## config.mk

```make
export PLATFORM = sky130hd
export DESIGN_NAME = djs_ram
export DESIGN_NICKNAME = d
export VERILOG_FILES = /design/src/rtl/deadline_job_sequencer_macros.svh /design/src/rtl/djs_ram.sv
export SDC_FILE = /design/constraint.sdc
export NUM_CORES = 2
export LEC_CHECK = 0
export BUFFER_PORTS_ARGS = -buffer_cell sky130_fd_sc_hd__buf_2
export CORE_ASPECT_RATIO = 0.9
export CORE_MARGIN = 8
export CORE_UTILIZATION = 63
export DETAILED_ROUTE_END_ITERATION = 12
export PLACE_DENSITY = 0.76
export RECOVER_POWER = 100
export REMOVE_ABC_BUFFERS = 1
export SYNTH_ARGS = -nofsm -noshare
export SYNTH_HDL_FRONTEND = slang
export SYNTH_SLANG_ARGS = --single-unit
```

## constraint.sdc

```tcl
create_clock -name clock -period 3.9 [get_ports clock]
set_clock_uncertainty 0.2 [all_clocks]
set_input_delay 0.975 -clock clock [delete_from_list [all_inputs] [get_ports clock]]
set_output_delay 0.975 -clock clock [all_outputs]
set_load 0.02 [all_outputs]
```

## src/rtl/deadline_job_sequencer_macros.svh

```systemverilog
// assertion macros shared by the deadline job sequencer rtl
`ifndef DEADLINE_JOB_SEQUENCER_MACROS_SVH
`define DEADLINE_JOB_SEQUENCER_MACROS_SVH

// same-cycle implication, checked on every rising clock edge outside reset
`define DJS_ASSERT_IMPLIES(label, ante, cons, msg) \
   label: assert property (@(posedge clock) disable iff (reset) (ante) |-> (cons)) \
      else $error(msg);

// next-cycle implication, checked on every rising clock edge outside reset
`define DJS_ASSERT_NEXT(label, ante, cons, msg) \
   label: assert property (@(posedge clock) disable iff (reset) (ante) |=> (cons)) \
      else $error(msg);

`endif

```

## src/rtl/djs_ram.sv

```systemverilog
// generic single-write, single-read ram with registered read data
module djs_ram #(
   parameter int WIDTH = 8,
   parameter int DEPTH = 256,
   localparam int AW = $clog2(DEPTH)
) (
   input  logic             clock,
   input  logic             wr_en,
   input  logic [AW-1:0]    wr_addr,
   input  logic [WIDTH-1:0] wr_data,
   input  logic [AW-1:0]    rd_addr,
   output logic [WIDTH-1:0] rd_data
);

   logic [WIDTH-1:0] mem_ff [DEPTH];
   logic [WIDTH-1:0] rd_data_ff;

   // write port and registered read port
   always_ff @(posedge clock) begin
      if (wr_en) begin
         mem_ff[wr_addr] <= wr_data;
      end
      rd_data_ff <= mem_ff[rd_addr];
   end

   assign rd_data = rd_data_ff;

endmodule

```

==> results.sh <==
export IMPL_power_mw=44.34
export IMPL_crit_required_ns=4.06
export IMPL_status="finished, violations left"
export IMPL_synth_seq_area_share_pct=77.50
export IMPL_synth_edf_count=2048
export IMPL_timing_setup_tns_ns=0
export IMPL_drv_cap=21
export IMPL_worstHoldStart="mem_ff[50][2]"
export IMPL_clk_latency_ns=0.80
export IMPL_slew_viol_final=947
export IMPL_synth_top_family_by_area="multiplexers"
export IMPL_rsz0062_at_grt="no"
export IMPL_drtPass1Iterations=6
export IMPL_r2r_end="rd_data[5]"
export IMPL_start_util_pct=63.58
export IMPL_place_inst=5686
export IMPL_final_design_area_no_fill_sq_um=89220
export IMPL_io_buffers=33
export IMPL_grt_pass1_vias=41434
export IMPL_final_cells=6038
export IMPL_core_sq_um=125100
export IMPL_dominantRegCellSynth="edfxtp_1"
export IMPL_timing_final_crit_share_pct=97.80
export IMPL_worst_path_max_fanout=13
export IMPL_first_iter_violations=6164
export IMPL_vias_per_cell=6.879
export IMPL_irDropWorstVdd_v=0.0003896
export IMPL_die_area_sq_um=137900
export IMPL_antenna_found_initial=12
export IMPL_violations="capacitance limit, slew limit"
export IMPL_gr_usage_all_layers_pct=28.76
export IMPL_setup_viol=0
export IMPL_synth_cell_types=55
export IMPL_gp_congestion=0.8914
export IMPL_max_slew_worst_pin_slew_ns=3.176
export IMPL_hold_path_class="reg -> reg"
export IMPL_clkTransAtPathRegs_ns=0.07
export IMPL_min_to="rd_data[2]"
export IMPL_io_pins=34
export IMPL_clk_path_buf_depth=3
export IMPL_met1_length_um=71620
export IMPL_drc_errors=0
export IMPL_dieWidth_um=390.6
export IMPL_r2r_start="mem_ff[83][5]"
export IMPL_synth_compound_area_share_pct=3.419
export IMPL_num_vias=41537
export IMPL_final_net_count=4218
export IMPL_syn_cell_area_sq_um=79560
export IMPL_ant_nets=0
export IMPL_syn_avg_cell_area_sq_um=21.31
export IMPL_cts_buffers=191
export IMPL_yosys_top_cells_area="edfxtp_1 77%, mux4_2 13%, mux2i_1 1.7%"
export IMPL_synth_mux_area_share_pct=14.62
export IMPL_clock_sinks=2056
export IMPL_cts_root_buf="clkbuf_16"
export IMPL_end_kind="flip-flop"
export IMPL_ys_seq_elements=2056
export IMPL_post_cts_buffers=0
export IMPL_max_freq_mhz=262.2
export IMPL_whs_path_depth=5
export IMPL_synth_top_cell_area_share_pct=77.30
export IMPL_leakagePower_nw=27.67
export IMPL_timing_hold_ws_ns=0.7981
export IMPL_dpl_cell_area_sq_um=84610
export IMPL_wl_met2_um=93960
export IMPL_r2r_cells=7
export IMPL_async_flop_share_pct=0
export IMPL_criticalPathCategory="in -> reg"
export IMPL_fp_dieH_um=353.1
export IMPL_grt_max_degree=111
export IMPL_grt_first_pass_wirelength_um=287500
export IMPL_timing_reg2reg_setup_slack_ns=0.76
export IMPL_synth_top_cell_by_area="edfxtp_1"
export IMPL_wl_per_cell_um=32.99
export IMPL_grt_remaining_overflow=0
export IMPL_dr_wl_met3_um=26500
export IMPL_synthXorXnorAreaFrac_pct=0
export IMPL_finalHoldViolCount=0
export IMPL_drive_above_1_share_pct=21.62
export IMPL_route_top_layer_used="met5"
export IMPL_yosys_warnings=0
export IMPL_cp_start_kind="input pin"
export IMPL_powerDensity_nw_per_um2=496.9
export IMPL_arrival_ns=3.97
export IMPL_syn2layout_area_growth_pct=12.15
export IMPL_synthCells=3733
export IMPL_yosys_area_share_simple_pct=2.628
export IMPL_num_rows=123
export IMPL_routed_wirelength_um=199200
export IMPL_htree_num_levels=4
export IMPL_hpwl_um=121000
export IMPL_synth_fa_ha_area_share_pct=0
export IMPL_period_minus_slack_ns=3.814
export IMPL_slew_headroom_pct=-111.7
export IMPL_cts_tree="built"
## cell usage after synthesis (all sizes together) (4+ instances only)
| cell | instances |
|---|---|
| nand2b | 8 |
| a2111oi | 5 |
| nor3 | 22 |
| a21oi | 96 |
| o21ai | 12 |
| a22oi | 133 |
| nor4 | 27 |
| edfxtp | 2048 |
| nor2 | 282 |
| nand3 | 34 |
| nand2 | 33 |
| o22ai | 28 |
| o32ai | 5 |
| o22a | 5 |
| o221ai | 47 |
| nand4 | 10 |
| or2 | 4 |
| o211ai | 10 |
| nor2b | 31 |
| a221oi | 14 |
| mux4 | 456 |
| clkbuf | 111 |
| mux2i | 134 |
| buf | 122 |
| and2 | 6 |
| a211oi | 16 |
| dfxtp | 8 |
| a22o | 8 |
## repair_timing
action                                 in CTS  in global routing
endpoints found under the hold margin       0                  0
hold buffers                                0                  0
resized for setup                           0                  1
setup endpoints to repair                   0                  1
## sequential cells by signal (all words and copies together), names as in the netlist
| signal | count |
|---|---|
| mem_ff | 2048 |
| rd_data | 8 |
## power by group
| part | internal, mW | switching, mW | total (mW) | leakage (nW) |
|---|---|---|---|---|
| combinational | 0.823 | 1.48 | 2.31 | 6.36 |
| sequential | 24.4 | 0.0501 | 24.4 | 18.5 |
| clock | 9.81 | 7.79 | 17.6 | 2.83 |
| total | 35.0 | 9.32 | 44.3 | 27.7 |
## worst max-delay path, stage by stage
cell      delay (ns)
clkbuf_1        0.34
nor2_1          0.25
nand3_1         0.14
clkbuf_1        1.58
nor2_1          0.66
## per-stage QoR
| stage | util [%] | setup WS [ns] |
|---|---|---|
| detailed placement | 67.62 | -0.6847 |
| global route | 71.29 | 0.06946 |
| finish | 71.31 | 0.08593 |
| CTS | 72.27 | 0.07960 |
| floorplan | - | 0.3172 |
| global placement | 67.62 | -0.6989 |
## cell type report
class	instances	area (sq um)
Tap cell	1687	2111
Sequential cell	2056	61660
Multi-Input combinational cell	1442	16490
Clock inverter	87	593.1
Clock buffer	257	5226
Inverter	2	7.507
Antenna cell	8	20.02
Fill cell	7273	35900
Timing Repair Buffer	499	3110
## cells in the final DEF, fill, tap and decap left out, types with 38 or more instances in the layout
cell | netlist | final
edfxtp_1 | 2048 | 2048
mux4_2 | 454 | 454
clkbuf_1 | 111 | 328
nor2_1 | 282 | 279
clkbuf_16 | 0 | 198
buf_4 | 27 | 142
mux2i_1 | 134 | 134
a22oi_1 | 133 | 133
a21oi_1 | 96 | 96
clkinv_1 | 1 | 50
o221ai_1 | 46 | 46
buf_12 | 8 | 38
## how the worst max path moves through the flow
stage / startpoint / to / slack, ns / depth (start not counted)
after floorplan: rd_addr[2] / rd_data[6] / 0.32 / 6
after global placement: rd_addr[0] / rd_data[4] / -0.70 / 10
after detailed placement: rd_addr[0] / rd_data[4] / -0.68 / 10
after CTS: rd_addr[0] / rd_data[4] / 0.08 / 10
after global routing: wr_data[1] / mem_ff[182][1] / 0.07 / 2
final: wr_addr[0] / mem_ff[180][5] / 0.09 / 5
## layer usage
metal  vias up  track usage [%]
met2      3052            44.34
li1      16629                -
met4         6            10.02
met5         -                0
met3       457            7.575
met1     21393            40.57
## cell families (layout without fill, tap and decap cells)
kind of cell,after synthesis,in the layout
multiplexers,591,591
AND/OR/NAND/NOR,466,466
AO/OA/AOI/OAI,385,385
buffers and inverters,235,845
flip-flops,2056,2056
other,0,8
Power figures use the tool's default switching activity.
