**src/rtl/deadline_job_sequencer_macros.svh**
```systemverilog
// assertion macros shared by the deadline job sequencer rtl
`ifndef DEADLINE_JOB_SEQUENCER_MACROS_SVH
`define DEADLINE_JOB_SEQUENCER_MACROS_SVH

// same-cycle implication, checked on every rising clock edge outside reset
`define DJS_ASSERT_IMPLIES(label, ante, cons, msg) \
   label: assert property (@(posedge clock) disable iff (reset) (ante) |-> (cons)) \
      else $error(msg);

// next-cycle implication, checked on every rising clock edge outside reset
`define DJS_ASSERT_NEXT(label, ante, cons, msg) \
   label: assert property (@(posedge clock) disable iff (reset) (ante) |=> (cons)) \
      else $error(msg);

`endif

```
**src/rtl/djs_pkg.sv**
```systemverilog
// shared widths, limits and control structs of the deadline job sequencer
package djs_pkg;

   // field widths
   localparam int DL_W     = 8;
   localparam int PROFIT_W = 16;
   localparam int COUNT_W  = 9;
   localparam int TOTAL_W  = 24;

   // saturation limits of the result word
   localparam logic [COUNT_W-1:0] COUNT_MAX  = '1;
   localparam logic [TOTAL_W-1:0] PROFIT_MAX = '1;

   // sequencer to selection unit controls
   typedef struct packed {
      logic clear_best;
      logic clear_limit;
      logic take_limit;
      logic cand_valid;
   } scan_ctrl_type;

   // best job found by the current selection pass
   typedef struct packed {
      logic                found;
      logic [PROFIT_W-1:0] profit;
      logic [DL_W-1:0]     deadline;
   } best_type;

endpackage

```
**src/rtl/djs_scan.sv**
```systemverilog
// selection unit: finds the best job ranked strictly below the previous pick
module djs_scan #(
   parameter int IDX_W = 8
) (
   input  logic                        clock,
   input  logic                        reset,
   input  djs_pkg::scan_ctrl_type      ctrl,
   input  logic [IDX_W-1:0]            cand_idx,
   input  logic [djs_pkg::DL_W-1:0]     cand_deadline,
   input  logic [djs_pkg::PROFIT_W-1:0] cand_profit,
   output djs_pkg::best_type           best
);
   import djs_pkg::*;

   // rank key: profit first, then deadline, then store index to break ties
   localparam int KW = PROFIT_W + DL_W + IDX_W;

   logic [KW-1:0] cand_key;
   logic          below_limit;
   logic          above_best;
   logic          take;

   logic          found_ff, found_in;
   logic          has_limit_ff, has_limit_in;
   logic [KW-1:0] best_key_ff, best_key_in;
   logic [KW-1:0] limit_ff, limit_in;

   assign cand_key = {cand_profit, cand_deadline, cand_idx};

   // shared compare against the limit and the running best
   always_comb begin
      below_limit = !has_limit_ff || (cand_key < limit_ff);
      above_best  = !found_ff || (cand_key > best_key_ff);
      take        = ctrl.cand_valid && below_limit && above_best;
   end

   // next values of best and limit
   always_comb begin
      found_in     = found_ff;
      best_key_in  = best_key_ff;
      has_limit_in = has_limit_ff;
      limit_in     = limit_ff;
      if (ctrl.clear_best) begin
         found_in = 1'b0;
      end else if (take) begin
         found_in    = 1'b1;
         best_key_in = cand_key;
      end
      if (ctrl.clear_limit) begin
         has_limit_in = 1'b0;
      end else if (ctrl.take_limit && found_ff) begin
         has_limit_in = 1'b1;
         limit_in     = best_key_ff;
      end
   end

   // control flags
   always_ff @(posedge clock) begin
      if (reset) begin
         found_ff     <= 1'b0;
         has_limit_ff <= 1'b0;
      end else begin
         found_ff     <= found_in;
         has_limit_ff <= has_limit_in;
      end
   end

   // key payload
   always_ff @(posedge clock) begin
      best_key_ff <= best_key_in;
      limit_ff    <= limit_in;
   end

   always_comb begin
      best.found    = found_ff;
      best.profit   = best_key_ff[KW-1 -: PROFIT_W];
      best.deadline = best_key_ff[IDX_W +: DL_W];
   end

endmodule
```
**config.mk**
```make
export PLATFORM = sky130hd
export DESIGN_NAME = djs_scan
export DESIGN_NICKNAME = d
export VERILOG_FILES = /design/src/rtl/deadline_job_sequencer_macros.svh /design/src/rtl/djs_pkg.sv /design/src/rtl/djs_scan.sv
export SDC_FILE = /design/constraint.sdc
export NUM_CORES = 1
export LEC_CHECK = 0
export ABC_AREA = 1
export BUFFER_PORTS_ARGS = -buffer_cell sky130_fd_sc_hd__clkbuf_2
export CAP_MARGIN = 20
export CELL_PAD_IN_SITES_DETAIL_PLACEMENT = 1
export CELL_PAD_IN_SITES_GLOBAL_PLACEMENT = 1
export CORE_ASPECT_RATIO = 1.4
export CORE_MARGIN = 10
export CORE_UTILIZATION = 40
export CTS_CLUSTER_DIAMETER = 40
export DETAILED_ROUTE_END_ITERATION = 10
export GPL_TIMING_DRIVEN = 0
export PLACE_DENSITY = 0.83
export SLEW_MARGIN = 20
export SYNTH_ARGS = -nofsm -noshare
export SYNTH_HDL_FRONTEND = slang
export SYNTH_SLANG_ARGS = --single-unit
```
**constraint.sdc**
```tcl
create_clock -name clock -period 3.75 [get_ports clock]
set_clock_uncertainty 0.1 [all_clocks]
set_input_delay 0.75 -clock clock [delete_from_list [all_inputs] [get_ports clock]]
set_output_delay 0.75 -clock clock [all_outputs]
set_load 0.01 [all_outputs]
```
==> impl_metrics.tcl <==
set metrics [dict create \
    synth-seq-area-share 0.511 \
    dpl_cell_area_um2 4350 \
    comb_power_share 0.114 \
    first_pass_iters 4 \
    wl_per_cell_um 16.2 \
    dr_total_vias 2729 \
    p_leak_nw 2.27 \
    syn_nets 463 \
    synth_top_cells_by_count "73 x inv_1, 64 x edfxtp_1, 63 x ha_1" \
    r2r_setup_slack_ps 1130 \
    path_max_fanout 23 \
    hold_path.class "flop to flop" \
    post-place-cells 536 \
    power_density_nw_per_um2 395 \
    path_cells "clkbuf_2 > ha_1 > nand2_1 > nor2_1 > nand2_1 > nor4_2 > nand2_1 > nand2_1 > a21oi_1 > nor2_4 > buf_12" \
    layout.cells.non_filler 551 \
    cts_root_buf "clkbuf_16" \
    timing.fmax_mhz 363 \
    cts_tree "yes" \
    cts.repair.resized 0 \
    ios 63 \
    min_period_ps 2750 \
    clk_latency_ps 330 \
    synth_cell_type_count 21 \
    critPathLaunchType "primary input" \
    crit_type "primary input to flop" \
    finalSetupTns_ps 0 \
    worst_ep_arrival_time_ps 2690 \
    fin_ws_ps 996 \
    num_rows 42 \
    critPathBufInv 2 \
    overflow 0 \
    p_sw_uw 419 \
    post_cts_buffers 0 \
    cp_common_cell "nand2_1" \
    path_delay_family "simple AND/OR/NAND/NOR gates" \
    place_ws_ps 602 \
    final_area_um2 4620 \
    grt_first_pass_wirelength_mm 14.6 \
    cts_sinks 66 \
    yosysTopAreaCell "edfxtp_1" \
    dpl.hpwl_mm 7.25 \
    first_iter_violations 46 \
    htree_levels 3 \
    status "complete, no violations" \
    clockBufferDepth 2 \
    peakVddDrop_mv 0.213 \
    yosysMostFrequentCell "inv_1" \
    period_share 0.734 \
    yosys_register_bits 66 \
    die_h_um 136 \
    seq_power_share 0.464 \
    track_usage 0.137 \
    hold_ws_ps 349 \
    holdBufCountCts 0 \
    p_total_mw 1.83 \
    avgViaCountPerCell 4.95 \
    slew_headroom 0.707 \
    clkTransAtPathRegs_ps 50 \
    drt_wl_total_mm 8.95 \
    p_clk_frac 0.422 \
    grt_max_degree 24 \
    synth_area_leaders "edfxtp_1 50%, ha_1 21%, inv_1 7.1%" \
    crit_path_max_incr_delay_ps 320 \
    worst_pin_slew_ps 439 \
    gp_congestion 0.755 \
    synth_area_um2 3840 \
    crit_path_end_kind "flop" \
    required_ps 3680 \
    start_util 0.408 \
    numCtsBuffers 9 \
    hold_viol_final 0 \
    slew_violations 0 \
    p_sw_frac 0.230 \
    drive_gt1_frac 0.256 \
    yosys_warnings 0 \
    nets 538 \
    synth_top_area_frac 0.500 \
    die-area_um2 14000 \
    setup_viol 0 \
    rsz0062_at_grt "no" \
    core_um2 9410 \
    die_w_um 103 \
    synthFlopType "edfxtp_1" \
    final_util 0.491 \
    synth_cells 362 \
    syn_avg_cell_area_um2 10.6 \
    async_flop_share 0 \
    antenna_found_initial 0 \
    cp_slowest_cell "ha_1" \
    antenna_left 0 \
    drc 0 \
    area_delta_synth_final_pct 20.3 \
    num_antenna_cells 0 \
    drv_cap 0 \
    intPower_mw 1.41 \
    synth_edf_count 64 \
    grt_pass1_vias 3169 \
    port_buffers 62 \
]
-- cells by family (layout without fill, tap and decap cells) --
kind of cell / after synthesis / count (layout) / synth area share
DFF: 66 / 66 / 0.511
AOI/OAI and AO/OA: 47 / 47 / 0.0648
adders and majority gates: 63 / 63 / 0.205
and+or+nand+nor: 84 / 84 / 0.0951
buffers and inverters: 102 / 181 / 0.124
-- cell type report --
class | instances | area, µm²
Fill cell | 1085 | 4790
Tap cell | 110 | 138
Sequential cell | 66 | 1960
Inverter | 77 | 289
Timing Repair Buffer | 64 | 358
Clock buffer | 15 | 268
Multi-Input combinational cell | 194 | 1420
Buffer | 25 | 188
-- worst register-to-register path, cell delays in order, from the launching register on --
cell and delay (ps):
edfxtp_1 370, inv_1 70, ha_1 310, nand2_1 80
nor2_1 180, nand2_1 140, nor4_2 260, nand2_1 90
nand2_1 60, a21oi_1 90, nor2_4 320, buf_12 240
-- final timing paths --
| check | startpoint | endpoint | cells past startpoint |
|---|---|---|---|
| setup / recovery | cand_profit[15] | best_key_ff[23]$_DFFE_PP_ | 11 |
| hold / removal | best_key_ff[2]$_DFFE_PP_ | limit_ff[2]$_DFFE_PP_ | 0 |
| hold reg to reg | best_key_ff[2]$_DFFE_PP_ | limit_ff[2]$_DFFE_PP_ | 0 |
| setup reg to reg | best_key_ff[31]$_DFFE_PP_ | best_key_ff[23]$_DFFE_PP_ | 11 |
-- power groups by stage --
stage	clock [mW]	combinational, mW	sequential (mW)
global placement	0	0.192	0.861
detailed placement	0	0.212	0.862
global route	0.817	0.242	0.849
floorplan	0	0.121	0.858
CTS	0.791	0.215	0.847
finish	0.770	0.208	0.847
-- state kept, by name (all words and copies together), names as in the netlist --
name and cells:
best_key_ff 32, limit_ff 32, found_ff 1, has_limit_ff 1
-- cells in the final DEF, fill, tap and decap left out, types with 6 or more instances in the layout --
| master | netlist | layout |
|---|---|---|
| ha_1 | 63 | 63 |
| a21oi_1 | 32 | 32 |
| edfxtp_1 | 64 | 64 |
| clkbuf_2 | 0 | 62 |
| nand2_1 | 48 | 48 |
| clkbuf_16 | 0 | 9 |
| inv_1 | 73 | 73 |
| nor2_1 | 17 | 15 |
| buf_4 | 25 | 25 |
| nand3_1 | 6 | 6 |
| o21ai_0 | 6 | 6 |
-- routing by layer --
metal,GRT usage,routed length [µm],up-vias
met5,0,0,-
met1,0.139,3320,1317
li1,-,-,1343
met3,0.0396,456,18
met4,0.0736,255,0
met2,0.246,4920,51
(Power assumes the default switching activity.)
